===== src/edit_distance_engine_core_assert.svh =====
// Assertion macros shared by the edit distance engine RTL.
`ifndef EDIT_DISTANCE_ENGINE_CORE_ASSERT_SVH
`define EDIT_DISTANCE_ENGINE_CORE_ASSERT_SVH

// Same-cycle implication, checked out of reset
`define EDC_ASSERT_NOW(lbl, ante, cons, msg) \
    lbl: assert property (@(posedge i_clk) disable iff (!i_rst_n) (ante) |-> (cons)) \
        else $error(msg);

// Next-cycle implication, checked out of reset
`define EDC_ASSERT_NEXT(lbl, ante, cons, msg) \
    lbl: assert property (@(posedge i_clk) disable iff (!i_rst_n) (ante) |=> (cons)) \
        else $error(msg);

`endif


===== src/edc_pkg.sv =====
// Shared types and constants of the edit distance engine.
`default_nettype none

package edc_pkg;

    // Field widths fixed by the interface
    localparam int SYM_W  = 8;
    localparam int DIST_W = 7;

    // Largest distance the result field can carry
    localparam logic [DIST_W-1:0] DIST_SAT = 7'd127;

    // Operation codes of an input beat
    localparam logic OP_REF  = 1'b0;
    localparam logic OP_CAND = 1'b1;

    // Controller states
    typedef enum logic [1:0] {
        ST_IDLE,
        ST_SWEEP,
        ST_DONE
    } t_state;

    // Controller to datapath commands
    typedef struct packed {
        logic take;   // input beat accepted this cycle
        logic step;   // advance the cost-row sweep
        logic emit;   // load the result register
    } t_cmd;

    // Datapath to controller status
    typedef struct packed {
        logic sweep_go;   // offered beat is a candidate char that needs a sweep
        logic res_now;    // offered beat is the last candidate char
        logic sweep_end;  // final cell of the row is written this cycle
        logic res_pend;   // the beat in the sweep ends the candidate
        logic out_busy;   // result register full and stalled
    } t_sts;

endpackage

`default_nettype wire


===== src/edc_ram.sv =====
// Generic single-write, single-read RAM with registered read data.
`default_nettype none

module edc_ram #(
    parameter int WIDTH = 8,
    parameter int DEPTH = 64
) (
    input  wire logic                                       i_clk,
    input  wire logic                                       i_we,
    input  wire logic [((DEPTH > 1) ? $clog2(DEPTH) : 1)-1:0] i_waddr,
    input  wire logic [WIDTH-1:0]                           i_wdata,
    input  wire logic                                       i_re,
    input  wire logic [((DEPTH > 1) ? $clog2(DEPTH) : 1)-1:0] i_raddr,
    output logic      [WIDTH-1:0]                           o_rdata
);

    logic [WIDTH-1:0] r_mem [DEPTH];
    logic [WIDTH-1:0] r_rdata;

    // Write port
    always_ff @(posedge i_clk) begin
        if (i_we) begin
            r_mem[i_waddr] <= i_wdata;
        end
    end

    // Read port, registered read data
    always_ff @(posedge i_clk) begin
        if (i_re) begin
            r_rdata <= r_mem[i_raddr];
        end
    end

    assign o_rdata = r_rdata;

endmodule

`default_nettype wire


===== src/edc_ctrl.sv =====
// Controller state machine of the edit distance engine.
`default_nettype none
`include "edit_distance_engine_core_assert.svh"

module edc_ctrl (
    input  wire logic          i_clk,
    input  wire logic          i_rst_n,
    input  wire logic          i_in_valid,
    output logic               o_in_stall,
    input  wire edc_pkg::t_sts i_sts,
    output edc_pkg::t_cmd      o_cmd
);

    edc_pkg::t_state r_state;
    edc_pkg::t_state n_state;

    // State register
    always_ff @(posedge i_clk) begin
        if (!i_rst_n) begin
            r_state <= edc_pkg::ST_IDLE;
        end else begin
            r_state <= n_state;
        end
    end

    // Next state and commands
    always_comb begin
        n_state    = r_state;
        o_cmd      = '0;
        o_in_stall = 1'b1;
        case (r_state)
            edc_pkg::ST_IDLE: begin
                o_in_stall = 1'b0;
                if (i_in_valid) begin
                    o_cmd.take = 1'b1;
                    if (i_sts.sweep_go) begin
                        n_state = edc_pkg::ST_SWEEP;
                    end else if (i_sts.res_now) begin
                        n_state = edc_pkg::ST_DONE;
                    end
                end
            end
            edc_pkg::ST_SWEEP: begin
                o_cmd.step = 1'b1;
                if (i_sts.sweep_end) begin
                    n_state = i_sts.res_pend ? edc_pkg::ST_DONE : edc_pkg::ST_IDLE;
                end
            end
            edc_pkg::ST_DONE: begin
                // wait for room in the result register
                if (!i_sts.out_busy) begin
                    o_cmd.emit = 1'b1;
                    n_state    = edc_pkg::ST_IDLE;
                end
            end
            default: begin
                n_state = edc_pkg::ST_IDLE;
            end
        endcase
    end

    `EDC_ASSERT_NOW(a_end_in_sweep, i_sts.sweep_end, r_state == edc_pkg::ST_SWEEP, "row end outside sweep")

endmodule

`default_nettype wire


===== src/edc_dp.sv =====
// Datapath of the edit distance engine: word state, cost-row sweep and result register.
`default_nettype none
`include "edit_distance_engine_core_assert.svh"

module edc_dp #(
    parameter int MAX_LEN = 64
) (
    input  wire logic                        i_clk,
    input  wire logic                        i_rst_n,
    input  wire edc_pkg::t_cmd               i_cmd,
    output edc_pkg::t_sts                    o_sts,
    input  wire logic                        i_operation,
    input  wire logic [edc_pkg::SYM_W-1:0]   i_symbol,
    input  wire logic                        i_last,
    input  wire logic                        i_out_stall,
    output logic                             o_out_valid,
    output logic      [edc_pkg::DIST_W-1:0]  o_distance,
    output logic                             o_overflow
);

    localparam int LW = $clog2(MAX_LEN + 1);
    localparam int AW = (MAX_LEN > 1) ? $clog2(MAX_LEN) : 1;
    localparam int DW = (LW > edc_pkg::DIST_W) ? LW : edc_pkg::DIST_W;

    // Control state
    logic [LW-1:0] r_ref_len,     n_ref_len;
    logic          r_ref_ovf,     n_ref_ovf;
    logic          r_ref_closed,  n_ref_closed;
    logic          r_cand_active, n_cand_active;
    logic [LW-1:0] r_cand_len,    n_cand_len;
    logic          r_trunc,       n_trunc;
    logic          r_first,       n_first;
    logic          r_want,        n_want;
    logic          r_rd_on,       n_rd_on;
    logic          r_pv,          n_pv;
    logic          r_out_valid,   n_out_valid;

    // Payload
    logic [edc_pkg::SYM_W-1:0]  r_sym,     n_sym;
    logic [AW-1:0]              r_ra,      n_ra;
    logic [AW-1:0]              r_wa,      n_wa;
    logic [LW-1:0]              r_left,    n_left;
    logic [LW-1:0]              r_diag,    n_diag;
    logic [LW-1:0]              r_final,   n_final;
    logic [edc_pkg::DIST_W-1:0] r_dist,    n_dist;
    logic                       r_ovf_out, n_ovf_out;

    logic                      is_cand;
    logic [LW-1:0]             eff_rlen;
    logic [LW-1:0]             eff_clen;
    logic [LW-1:0]             clen_inc;
    logic                      ref_room;
    logic                      cand_room;
    logic [LW-1:0]             ref_last_idx;
    logic                      rd_en;
    logic                      rd_last;
    logic [edc_pkg::SYM_W-1:0] ref_rdata;
    logic [LW-1:0]             row_rdata;
    logic [LW-1:0]             row_up;
    logic [LW:0]               up1;
    logic [LW:0]               left1;
    logic [LW:0]               diag_c;
    logic [LW:0]               min_a;
    logic [LW:0]               min_b;
    logic [LW-1:0]             cell_v;
    logic                      cell_last;
    logic                      ref_we;
    logic                      row_we;
    logic [DW-1:0]             fin_ext;
    logic [edc_pkg::DIST_W-1:0] dist_sat;

    // Effective word lengths seen by the offered beat
    assign is_cand      = (i_operation == edc_pkg::OP_CAND);
    assign eff_rlen     = r_ref_closed ? '0 : r_ref_len;
    assign eff_clen     = r_cand_active ? r_cand_len : '0;
    assign clen_inc     = eff_clen + LW'(1);
    assign ref_room     = (eff_rlen < LW'(MAX_LEN));
    assign cand_room    = (eff_clen < LW'(MAX_LEN));
    assign ref_last_idx = r_ref_len - LW'(1);

    // Sweep read side
    assign rd_en   = i_cmd.step && r_rd_on;
    assign rd_last = (LW'(r_ra) == ref_last_idx);

    // One DP cell: min of insert, delete and substitute
    assign row_up = r_first ? (LW'(r_wa) + LW'(1)) : row_rdata;
    assign up1    = {1'b0, row_up} + (LW+1)'(1);
    assign left1  = {1'b0, r_left} + (LW+1)'(1);
    assign diag_c = {1'b0, r_diag} + ((ref_rdata == r_sym) ? (LW+1)'(0) : (LW+1)'(1));
    assign min_a  = (up1 < left1) ? up1 : left1;
    assign min_b  = (min_a < diag_c) ? min_a : diag_c;
    assign cell_v = min_b[LW-1:0];

    assign cell_last = r_pv && (LW'(r_wa) == ref_last_idx);
    assign row_we    = i_cmd.step && r_pv;
    assign ref_we    = i_cmd.take && !is_cand && ref_room;

    // Result saturation
    assign fin_ext  = DW'(r_final);
    assign dist_sat = (fin_ext > DW'(edc_pkg::DIST_SAT)) ? edc_pkg::DIST_SAT
                                                         : fin_ext[edc_pkg::DIST_W-1:0];

    // Status to controller
    assign o_sts.sweep_go  = is_cand && cand_room && (r_ref_len != '0);
    assign o_sts.res_now   = is_cand && i_last;
    assign o_sts.sweep_end = cell_last;
    assign o_sts.res_pend  = r_want;
    assign o_sts.out_busy  = r_out_valid && i_out_stall;

    // Next-state logic
    always_comb begin
        n_ref_len     = r_ref_len;
        n_ref_ovf     = r_ref_ovf;
        n_ref_closed  = r_ref_closed;
        n_cand_active = r_cand_active;
        n_cand_len    = r_cand_len;
        n_trunc       = r_trunc;
        n_first       = r_first;
        n_want        = r_want;
        n_rd_on       = r_rd_on;
        n_pv          = r_pv;
        n_out_valid   = r_out_valid;
        n_sym         = r_sym;
        n_ra          = r_ra;
        n_wa          = r_wa;
        n_left        = r_left;
        n_diag        = r_diag;
        n_final       = r_final;
        n_dist        = r_dist;
        n_ovf_out     = r_ovf_out;

        // accepted beat
        if (i_cmd.take) begin
            n_sym  = i_symbol;
            n_want = is_cand && i_last;
            if (!is_cand) begin
                // reference char: restart a closed word, abort any candidate
                n_ref_closed  = i_last;
                n_cand_active = 1'b0;
                n_ref_ovf     = (r_ref_closed ? 1'b0 : r_ref_ovf) | !ref_room;
                n_ref_len     = ref_room ? (eff_rlen + LW'(1)) : eff_rlen;
            end else begin
                n_ref_closed  = 1'b1;
                n_cand_active = !i_last;
                n_trunc       = (r_cand_active ? r_trunc : r_ref_ovf) | !cand_room;
                if (!r_cand_active) begin
                    n_first = 1'b1;
                end
                if (cand_room) begin
                    n_left  = clen_inc;
                    n_diag  = eff_clen;
                    n_ra    = '0;
                    n_rd_on = (r_ref_len != '0);
                    if (r_ref_len == '0) begin
                        // empty reference: distance is the candidate length
                        n_cand_len = clen_inc;
                        n_final    = clen_inc;
                    end else begin
                        n_cand_len = eff_clen;
                    end
                end
            end
        end

        // row sweep, one cell per cycle behind the memory read
        if (i_cmd.step) begin
            n_pv = r_rd_on;
            if (r_rd_on) begin
                n_wa = r_ra;
                if (rd_last) begin
                    n_rd_on = 1'b0;
                end else begin
                    n_ra = r_ra + AW'(1);
                end
            end
            if (r_pv) begin
                n_left = cell_v;
                n_diag = row_up;
                if (cell_last) begin
                    n_final    = cell_v;
                    n_cand_len = r_cand_len + LW'(1);
                    n_first    = 1'b0;
                end
            end
        end

        // result register
        if (i_cmd.emit) begin
            n_out_valid = 1'b1;
            n_dist      = dist_sat;
            n_ovf_out   = r_trunc;
        end else if (r_out_valid && !i_out_stall) begin
            n_out_valid = 1'b0;
        end
    end

    // Control registers
    always_ff @(posedge i_clk) begin
        if (!i_rst_n) begin
            r_ref_len     <= '0;
            r_ref_ovf     <= 1'b0;
            r_ref_closed  <= 1'b0;
            r_cand_active <= 1'b0;
            r_cand_len    <= '0;
            r_trunc       <= 1'b0;
            r_first       <= 1'b0;
            r_want        <= 1'b0;
            r_rd_on       <= 1'b0;
            r_pv          <= 1'b0;
            r_out_valid   <= 1'b0;
        end else begin
            r_ref_len     <= n_ref_len;
            r_ref_ovf     <= n_ref_ovf;
            r_ref_closed  <= n_ref_closed;
            r_cand_active <= n_cand_active;
            r_cand_len    <= n_cand_len;
            r_trunc       <= n_trunc;
            r_first       <= n_first;
            r_want        <= n_want;
            r_rd_on       <= n_rd_on;
            r_pv          <= n_pv;
            r_out_valid   <= n_out_valid;
        end
    end

    // Payload registers
    always_ff @(posedge i_clk) begin
        r_sym     <= n_sym;
        r_ra      <= n_ra;
        r_wa      <= n_wa;
        r_left    <= n_left;
        r_diag    <= n_diag;
        r_final   <= n_final;
        r_dist    <= n_dist;
        r_ovf_out <= n_ovf_out;
    end

    // Reference characters
    edc_ram #(
        .WIDTH (edc_pkg::SYM_W),
        .DEPTH (MAX_LEN)
    ) u_ref_ram (
        .i_clk   (i_clk),
        .i_we    (ref_we),
        .i_waddr (eff_rlen[AW-1:0]),
        .i_wdata (i_symbol),
        .i_re    (rd_en),
        .i_raddr (r_ra),
        .o_rdata (ref_rdata)
    );

    // Cost row, cells 1 to MAX_LEN (cell 0 is the candidate length)
    edc_ram #(
        .WIDTH (LW),
        .DEPTH (MAX_LEN)
    ) u_row_ram (
        .i_clk   (i_clk),
        .i_we    (row_we),
        .i_waddr (r_wa),
        .i_wdata (cell_v),
        .i_re    (rd_en),
        .i_raddr (r_ra),
        .o_rdata (row_rdata)
    );

    assign o_out_valid = r_out_valid;
    assign o_distance  = r_dist;
    assign o_overflow  = r_ovf_out;

    `EDC_ASSERT_NOW(a_rd_in_word, r_rd_on, LW'(r_ra) < r_ref_len, "read past reference end")
    `EDC_ASSERT_NOW(a_cell_nonempty, r_pv, r_ref_len != '0, "cell update with empty reference")
    `EDC_ASSERT_NEXT(a_sweep_drained, o_sts.sweep_end, !r_pv && !r_rd_on, "sweep not drained")

endmodule

`default_nettype wire


===== src/edit_distance_engine_core.sv =====
// Top level of the Levenshtein edit distance engine.
// Reference characters (operation 0) are stored one per beat.
// Candidate characters (operation 1) update one dynamic-programming cost row held in
// a RAM: a beat is taken, then the row is swept one cell per cycle through the RAM
// read port across the stored reference characters; no sweep is run when the
// reference is empty or the candidate is already MAX_LEN long. The candidate's last
// character then loads the result register once it has room; the result waits there
// while the next beat is taken. Words longer than MAX_LEN are truncated and flagged in
// overflow; distance saturates at 127.
// The memories need no clearing after reset.
`default_nettype none

module edit_distance_engine_core #(
    parameter int MAX_LEN = 64
) (
    input  wire logic                        i_clk,
    input  wire logic                        i_rst_n,
    input  wire logic                        i_in_valid,
    output logic                             o_in_stall,
    input  wire logic                        i_operation,
    input  wire logic [edc_pkg::SYM_W-1:0]   i_symbol,
    input  wire logic                        i_last,
    output logic                             o_out_valid,
    input  wire logic                        i_out_stall,
    output logic      [edc_pkg::DIST_W-1:0]  o_distance,
    output logic                             o_overflow
);

    edc_pkg::t_cmd cmd;
    edc_pkg::t_sts sts;

    // Sequencer
    edc_ctrl u_ctrl (
        .i_clk      (i_clk),
        .i_rst_n    (i_rst_n),
        .i_in_valid (i_in_valid),
        .o_in_stall (o_in_stall),
        .i_sts      (sts),
        .o_cmd      (cmd)
    );

    // Word storage and cost-row datapath
    edc_dp #(
        .MAX_LEN (MAX_LEN)
    ) u_dp (
        .i_clk       (i_clk),
        .i_rst_n     (i_rst_n),
        .i_cmd       (cmd),
        .o_sts       (sts),
        .i_operation (i_operation),
        .i_symbol    (i_symbol),
        .i_last      (i_last),
        .i_out_stall (i_out_stall),
        .o_out_valid (o_out_valid),
        .o_distance  (o_distance),
        .o_overflow  (o_overflow)
    );

endmodule

`default_nettype wire

===== config.mk =====
export PLATFORM = sky130hd
export DESIGN_NAME = edit_distance_engine_core
export DESIGN_NICKNAME = d
export VERILOG_FILES = /design/src/edc_pkg.sv /design/src/edc_ram.sv /design/src/edc_ctrl.sv /design/src/edc_dp.sv /design/src/edit_distance_engine_core.sv
export VERILOG_INCLUDE_DIRS = /design/src /design/src/src
export SDC_FILE = /design/constraint.sdc
export NUM_CORES = 1
export LEC_CHECK = 0
export BUFFER_PORTS_ARGS = -buffer_cell sky130_fd_sc_hd__clkbuf_2
export CAP_MARGIN = 20
export CORE_ASPECT_RATIO = 0.6
export CORE_MARGIN = 4
export CORE_UTILIZATION = 55
export CTS_CLUSTER_SIZE = 25
export DETAILED_ROUTE_END_ITERATION = 16
export GPL_TIMING_DRIVEN = 0
export HOLD_SLACK_MARGIN = 0.06
export MAX_ROUTING_LAYER = met4
export PLACE_DENSITY = 0.67
export SETUP_SLACK_MARGIN = 0.15
export SLEW_MARGIN = 20
export SYNTH_ARGS = -nofsm -noshare
export SYNTH_HDL_FRONTEND = slang
export SYNTH_SLANG_ARGS = --single-unit
export TNS_END_PERCENT = 5

===== constraint.sdc =====
create_clock -name i_clk -period 8.9 [get_ports i_clk]
set_input_delay 2.225 -clock i_clk [delete_from_list [all_inputs] [get_ports i_clk]]
set_output_delay 2.225 -clock i_clk [all_outputs]
set_load 0.02 [all_outputs]

### Yosys cells after proc, flatten, opt, wreduce, memory -nomap -nowiden

Memory sizes are Yosys's and may differ from the RTL's. A register that Yosys moved wholly into a read port is not among the register bits.
Index checks and enable logic that the tools add are counted.
W data, S select, Z words.

* flip-flop bits (word level): 74
* bits in latches: 0
* RAM bits: 960
* ROM bits: 0
* output and inout bits: 10
* memories kept: 2

Memories
* u_dp.u_ref_ram.r_mem: words 64, width 8, rd ports 1, clocked after Yosys merged registers in 1, wr ports 1, line edc_ram.sv:17 `logic [WIDTH-1:0] r_mem [DEPTH];`
* u_dp.u_row_ram.r_mem: words 64, width 7, rd ports 1, clocked after Yosys merged registers in 1, wr ports 1, line edc_ram.sv:17

* add/subtract/negate cells: 9
* multiply operators: 0
* divide/modulo/power cells: 0
* order comparisons: 5
* equality and inequality tests: 9
* shifts and indexed selects: 0
* mux-type cells: 72
* bitwise logic cells: 3
* reduce and logical (&&, ||, !) cells: 23

Operators with widths (number)
* $mux W7: 29
* $mux W6: 6
* $mux W1: 29
* $add A7 B1 Y7 const B: 3
* $add A7 B1 Y8 const B: 2
* $lt A8 B8 Y1: 2
* $eq A6 B7 Y1: 2
* $lt A7 B7 Y1 const B: 2
* $mux W2: 6
* $logic_and A1 B1 Y1: 10
* $add A7 B1 Y8: 1
* $eq A8 B8 Y1: 1
* $mux W8: 1
* $add A6 B1 Y7 const B: 1
* $gt A7 B7 Y1 const B: 1
* $logic_not A7 Y1: 1
* $reduce_bool A7 Y1: 1
* $sub A7 B1 Y7 const B: 1
* $add A6 B1 Y6 const B: 1
* $pmux W2 S3: 1
* $reduce_and A2 Y1: 3
* $logic_not A1 Y1: 5
* $ne A2 B2 Y1 const B: 2
* $reduce_and A4 Y1: 1
* other kinds (8): 9

### Depth between registers and ports, before layout

Gate-level depths: netlist (run 1).

* depth in word-level cells: 10
* depth in mapped cells: 25

### Hierarchy

A second synthesis (run 1) with hierarchy kept.

* cell total of the unflattened synthesis: 2304
* area total of the unflattened synthesis: 42734.7 µm²

Modules (own cells, without submodules)
* edc_ram (u_dp.u_ref_ram): times used 1, cells an instance 940, area an instance 20246.9 µm², sequential area each 15615.0 µm²
* edc_ram (u_dp.u_row_ram): times used 1, cells an instance 827, area an instance 17705.7 µm², sequential area each 13663.1 µm²
* edc_dp: times used 1, cells an instance 523, area an instance 4657.0 µm², sequential area each 1661.6 µm²
* edc_ctrl: times used 1, cells an instance 14, area an instance 125.1 µm², sequential area each 40.0 µm²

### Worst setup path after synthesis (run 1)

No wires, ideal clock.

* path kind: register to register
* from: register u_dp.r_wa[0]
* to: memory u_dp.u_row_ram.r_mem[0][5] (netlist name) (data pin)
* library setup time: 343 ps
* arrival time: 5564 ps
* setup slack: 2993 ps
* cell stages (with the launch flop): 24
* path buffers: 1
* period minus slack after synthesis: 5907 ps
* path through: edfxtp_1 ha_1 mux2_2 ha_1 inv_1 a2111oi_0 a21bo_2 nor4_1 nor2_1 ha_1 nand4_1 o31ai_1 nor2_1 nand2_1 o21ai_0 ha_1 nand2_1 o21ai_0 or2_2 or4b_1 buf_2 nand3_2 mux2_2 inv_1

* cells in the longest elaborated chain, start to end: 7

Ends and longest elaborated chain
* start, declared: line edc_dp.sv:41 `logic [AW-1:0] r_wa, n_wa;`
* start signal, assigned: line edc_dp.sv:230 `r_wa <= n_wa;`
* $add A6 B1 Y7 (*): line edc_dp.sv:86 `assign row_up = r_first ? (LW'(r_wa) + LW'(1)) : row_rdata;`
* $mux W7 (*): line edc_dp.sv:86
* $add A7 B1 Y8 (*): line edc_dp.sv:87 `assign up1 = {1'b0, row_up} + (LW+1)'(1);`
* $lt A8 B8 Y1: line edc_dp.sv:90 `assign min_a = (up1 < left1) ? up1 : left1;`
* $mux W8 (*): line edc_dp.sv:90
* $lt A8 B8 Y1: line edc_dp.sv:91 `assign min_b = (min_a < diag_c) ? min_a : diag_c;`
* $mux W7 (*): line edc_dp.sv:91
* named net u_dp.min_b[5]: line edc_dp.sv:64 `logic [LW:0] min_b;`
* end, declared: line edc_ram.sv:17

Mark *: on every way through the listed nets, which the timed path passes. The rest lies on a longest branch.

### Worst setup path in the final report (run 1)

* from: register u_dp.r_wa[0]
* to: memory u_dp.u_row_ram.r_mem[15][2] (netlist name) (data pin)

Same word-level chain as after synthesis.

==> results of run 1 <==
[cells in the mapped netlist (9+ instances only)]
cell      count
nor3_1        9
o21ai_0      25
dfxtp_1      52
a21oi_1      46
ha_1         24
clkbuf_1     78
nand3_1      34
mux2i_1      13
nand2_1      63
buf_4        12
or2_2        10
edfxtp_1    997
nor2_1      183
buf_2        16
inv_1        28
xor2_1       23
nand4_1      13
and3_1        9
buf_6        10
xnor2_1      20
mux4_2      315
[worst max-delay path, stage by stage (launching register included)]
cell and delay, ns:
edfxtp_1 0.49, ha_1 0.33, mux2_2 0.19, ha_1 0.19, inv_1 0.05, a2111oi_0 0.28
a21bo_2 0.30, nor4_1 0.37, nor2_1 0.10, ha_1 0.32, nand4_1 0.13, o31ai_1 0.69
nor2_1 0.29, nand2_1 0.14, o21ai_0 0.09, ha_1 0.33, nand2_1 0.05, o21ai_0 0.25
or2_2 0.18, or4b_1 0.42, buf_2 0.18, a41oi_1 0.82, inv_2 0.45, buf_12 0.31
[through the flow]
| stage | area (µm²) | hold WS [ns] | util, % | setup slack (ns) |
|---|---|---|---|---|
| 3_3_place_gp | 43530 | 0.4097 | 57.48 | 1.137 |
| 4_1_cts | 46630 | 0.4301 | 61.57 | 1.819 |
| 6_report | 46640 | 0.4358 | 61.59 | 1.576 |
| 3_5_place_dp | 43710 | 0.4139 | 57.71 | 1.841 |
| 5_1_grt | 46640 | 0.4381 | 61.59 | 1.183 |
| 2_1_floorplan | 42170 | 0.4030 | - | 2.993 |
[cell type report]
| cell class | count | area, µm² | share of cell area (%) |
|---|---|---|---|
| repair buffers | 29 | 255.2 | 0.5472 |
| clock inverters | 57 | 529.3 | 1.135 |
| clock buffers | 108 | 2394 | 5.131 |
| multi-input cells | 895 | 10500 | 22.52 |
| diodes | 2 | 5.005 | 0.01073 |
| inverters | 29 | 111.4 | 0.2387 |
| well taps | 1000 | 1251 | 2.682 |
| plain buffers | 123 | 616.8 | 1.322 |
| flip-flops and latches | 1049 | 30980 | 66.42 |
[path summary, 6_finish.rpt]
path,startpoint,end,slack (ns),cells past startpoint
hold reg to reg,u_dp.r_ra[5],u_dp.r_wa[5],0.44,0
hold / removal,u_dp.r_ra[5],u_dp.r_wa[5],0.44,0
setup reg to reg,u_dp.r_wa[0],u_dp.u_row_ram.r_mem[15][2],1.58,23
setup / recovery,u_dp.r_wa[0],u_dp.u_row_ram.r_mem[15][2],1.58,23
[flip-flops by register name, indices dropped and copies added, names as in the netlist, 6 cells and up]
signal and flops:
u_dp.r_wa 6, u_dp.u_row_ram.o_rdata 7, u_dp.u_ref_ram.o_rdata 8, u_dp.fin_ext 7
u_dp.u_row_ram.r_mem 448, u_dp.o_distance 7, u_dp.r_cand_len 7, u_dp.u_ref_ram.r_mem 512
u_dp.r_ra 6, u_dp.r_diag 7, u_dp.r_sym 8, u_dp.r_ref_len 7
u_dp.r_left 7
[cell families (layout without fill, tap and decap cells)]
kind of cell	after synthesis	after routing	synth area share [%]
flip-flops	1049	1049	73.46
AND/OR/NAND/NOR	374	374	4.118
multiplexers	331	331	17.21
buffers and inverters	152	346	1.685
AO/OA/AOI/OAI	119	119	1.706
XOR/XNOR	47	47	1.107
adder cells (fa/ha/maj)	24	24	0.7121
other	0	2	0
[power groups by stage]
stage | logic (W) | registers, W | clock network, W
floorplan | 0.000286 | 0.00564 | 0
global placement | 0.000502 | 0.00566 | 0
detailed placement | 0.000549 | 0.00564 | 0
CTS | 0.000549 | 0.00553 | 0.00401
global route | 0.000588 | 0.00553 | 0.00422
finish | 0.000557 | 0.00553 | 0.00397
[cells in the final DEF, fill, tap and decap left out, drive strengths merged, types with 3 or more instances in the layout]
cell type    n
a211oi       8
a21o         3
a21oi       46
a31oi        8
a41oi        3
and2         6
and3         9
and4         3
buf         54
bufinv       9
clkbuf     206
clkinv      39
clkinvlp     3
dfxtp       52
edfxtp     997
ha          24
inv         35
mux2         3
mux2i       13
mux4       315
nand2       63
nand2b       8
nand3       35
nand3b       8
nand4       13
nor2       184
nor3        10
nor3b        3
nor4         7
o21ai       30
o31ai        3
or2         10
or3          5
or3b         3
xnor2       20
xnor3        4
xor2        23
[metal layers]
metal	global-route usage, %	vias up	wire (µm)
met3	8.510	123	14660
met1	46.19	11650	48280
li1	-	8818	-
met5	-	-	0
met2	34.75	1441	43850
met4	5.397	0	1863
==> reports/metrics.cfg, run 1 <==
[cts]
cts_root_buf = clkbuf_16
cts_sinks = 1049
cts_tree = built
numCtsBuffers = 91
cts_resized = 0
clockBufferDepth = 3
clock_latency_ns = 0.68
clk_pin_slew_worst_paths_ns = 0.07
hold_buffers = 0
cts_setup_buffers = 0
cts_htree_levels = 3

[synthesis]
synth.distinct_cells = 63
syn_inst = 2096
synth-edff-count = 997
ys.flop_type = edfxtp_1
yosys_warnings = 0
synth_top_cell_by_area = edfxtp_1
yosysTopAreaCellShare_pct = 70.99
ys_async_sr_fraction_pct = 0
yosys-top-cells-area = edfxtp_1 (71%), mux4_2 (17%), dfxtp_1 (2.5%)
synth-seq-area-share_pct = 73.46
syn_avg_cell_area_um2 = 20.12
ys_seq_elements = 1049
syn-cell-area_um2 = 42170
synth_nets = 2134

[timing]
final.setup.tns_ns = 0
fin_crit_sh_pct = 82.30
setup_viol = 0
worst_pin_slew_ns = 1.173
relSlewSlack_pct = 21.82
min_period_ns = 7.324
fin_worst_skew_ns = 0.02552
hold_viol = 0
slew_viol_final = 0
rsz0062_at_grt = false
fmax_mhz = 136.5

[drt]
vias = 22040
drc_errors = 0
wire_per_inst_um = 33.01
ant_nets = 0
avgViaCountPerCell = 6.693
dr.pass1.iters = 5
dr.first_iter.drc_count = 3371
wirelength_um = 108700

[die]
row_count = 78
start_util_pct = 55.68
io_pins = 24
fp.dieW_um = 365.5
die_h_um = 222.5
die-area_um2 = 81320
coreArea_um2 = 75730

[power_and_ir_drop]
power.leakage_nw = 14.24
vdd_drop_max_uv = 148.6
p_int_w = 0.007873
p_sw_w = 0.002189
seqPwrFrac_pct = 55.0
swShare_pct = 21.75
clkPwrFrac_pct = 39.5
p_per_area_nw_per_um2 = 215.7
power_w = 0.01006
combPwrFrac_pct = 5.5

[worst_setup_path]
endpoint_kind = flip-flop
crit_path_start_kind = flip-flop
worstPathArrival_ns = 7.70
critPathKind = reg -> reg
cp.required_ns = 9.28
worstPathMaxFanout = 40

[finish]
fin_cells = 3292
area_growth_pct = 10.61
nets = 2256
nFillCells = 5273
drive_gt1_share_pct = 24.37

[grt]
antenna_found_initial = 11
grt_pass1_vias = 20900
grt_max_degree = 66
grtUsageTotal_pct = 28.12
grt_pass1_wl_um = 154800
gr-total-overflow = 0

[run]
cap_violations = 0

[placed_design]
place_inst = 3125
dp_hpwl_um = 74570
io_buffers = 21
routabilityCongestion = 0.9615

[status]
status = finished, final reports clean

[worst_hold_path]
hold_path.class = reg -> reg

Note: power is estimated with default switching activity, not from simulation.
==> run 2, diff against run 1 <==
Settings changed: PLACE_DENSITY 0.67 to 0.69.
Clock period 8.9 ns to 6.5 ns, I/O delays scaled along.
==> reports/metrics.cfg, run 2 (synthesized netlist as in run 1, its figures left out) <==
[status]
status = finished, final reports clean

[worst_setup_path]
worstPathArrival_ns = 6.56
crit_path_start_kind = flip-flop
cp.required_ns = 6.89
rr_worst_depth = 22
regToRegStartpoint = u_dp.r_wa[1]
worstPathMaxFanout = 11
critPathKind = reg -> reg
endpoint_kind = flip-flop
crit_start = u_dp.r_wa[1]

[placed_design]
routabilityCongestion = 0.9454
dp_hpwl_um = 74030
place_area_um2 = 43740
place_inst = 3126
io_buffers = 21

[timing]
fin_worst_skew_ns = 0.02962
whs_ns = 0.4424
final.setup.tns_ns = 0
min_period_ns = 6.172
slew_viol_final = 0
worst_pin_slew_ns = 1.288
setup_viol = 0
rsz0062_at_grt = true
fmax_mhz = 162.0
hold_viol = 0
fin_crit_sh_pct = 94.95
relSlewSlack_pct = 14.12

[drt]
vias = 21970
dr.first_iter.drc_count = 3190
ant_nets = 0
wirelength_um = 109100
dr.pass1.iters = 5
wire_per_inst_um = 32.95
avgViaCountPerCell = 6.635
drc_errors = 0

[finish]
drive_gt1_share_pct = 25.67
largest_register_ffs = 512
layout_common_cells = edfxtp_1 (997), mux4_2 (315), nor2_1 (181)
layout_commonest_cell = edfxtp_1
area_growth_pct = 11.45
reg.largest.list = u_dp.u_ref_ram.r_mem: 512 flops, u_dp.u_row_ram.r_mem: 448 flops
nFillCells = 5189
final_util_pct = 62.06
final_cell_area_um2 = 47000
top_register = u_dp.u_ref_ram.r_mem
nets = 2272
fin_cells = 3311

[die]
io_pins = 24
die_h_um = 222.5
die-area_um2 = 81320
row_count = 78
fp.dieW_um = 365.5
coreArea_um2 = 75730
start_util_pct = 55.68

[grt]
antenna_found_initial = 7
grt_pass1_vias = 20960
grtUsageTotal_pct = 27.87
grt_pass1_wl_um = 153400
gr-total-overflow = 0
grt_max_degree = 66

[cts]
clock_latency_ns = 0.66
cts_tree = built
cts_root_buf = clkbuf_16
hold_buffers = 0
cts_sinks = 1049
cts_htree_levels = 3
clk_pin_slew_worst_paths_ns = 0.06
numCtsBuffers = 91
clockBufferDepth = 3

[worst_hold_path]
hold_path.class = reg -> reg
worstHoldPathCells = 0
min_from = u_dp.r_ra[3]

[power_and_ir_drop]
power.leakage_nw = 14.34
vdd_drop_max_uv = 189.6
p_per_area_nw_per_um2 = 293.8

[run]
cap_violations = 0

## run 2: changes by cell type in the layout (fill, tap and decap cells not counted), sizes merged
cell	delta
inv	-4
clkbuf	-1
clkinvlp	+2
bufinv	+1
diode	-1
buf	+12
clkinv	+10
## run 2: power breakdown
part / switching, W / internal [W]
logic: 0.000573 / 0.000248
registers: 0.0000137 / 0.00756
clock network: 0.00243 / 0.00298
total: 0.00302 / 0.0108
## run 2: final timing paths
kind / to / slack, ns
worst max register to register: u_dp.u_row_ram.r_mem[0][6] / 0.33
worst min-delay path: u_dp.r_wa[3] / 0.44
worst min register to register: u_dp.r_wa[3] / 0.44
worst max-delay path: u_dp.u_row_ram.r_mem[0][6] / 0.33
## run 2: critical path, stage by stage, from the launching register on
cell      delay (ns)
edfxtp_1        0.46
clkbuf_4        0.26
nand3_2         0.14
or3_1           0.37
a31o_1          0.36
and4_1          0.30
or2_2           0.30
ha_1            0.31
nand4_1         0.16
buf_4           0.19
o31ai_4         0.32
or2_4           0.26
mux2i_2         0.31
ha_1            0.16
nand4_1         0.12
a21oi_2         0.16
or2_2           0.15
or4b_1          0.42
buf_2           0.20
nand3_4         0.18
mux2i_4         0.41
clkinv_8        0.12
buf_4           0.22
## run 2: layer usage
layer  vias up  GRT usage, %  routed length (µm)
met4         0         5.140                1940
met2      1401         34.61               44330
li1       8858             -                   -
met3       145         11.85               16750
met5         -             -                   0
met1     11570         43.27               46070
## run 2: through the flow
step / total power [W] / setup slack (ns)
finish: 0.01381 / 0.3283
global route: 0.01420 / 0.1341
CTS: 0.01381 / 0.08959
detailed placement: 0.008469 / -0.5235
global placement: 0.008427 / -1.261
floorplan: 0.008120 / 0.5928
## run 2: cell type report
cell class              instances  area, µm²  share of cell area, %
repair buffers                 44      387.9                 0.8253
multi-input cells             895      10660                  22.67
inverters                      29      166.4                 0.3541
well taps                    1000       1251                  2.662
repair inverters                1      8.758                0.01863
clock inverters                65      601.8                  1.280
plain buffers                 123      620.6                  1.320
clock buffers                 104       2326                  4.949
diodes                          1      2.502               0.005324
flip-flops and latches       1049      30980                  65.91
## run 2: timing repair
action | 4_1_cts | 5_1_grt
hold endpoints to repair | 0 | 0
cloned | 0 | 1
gates resized for setup | 23 | 31
pin swaps | 1 | 3
setup endpoints to repair | 452 | 458
buffers inserted | 3 | 11
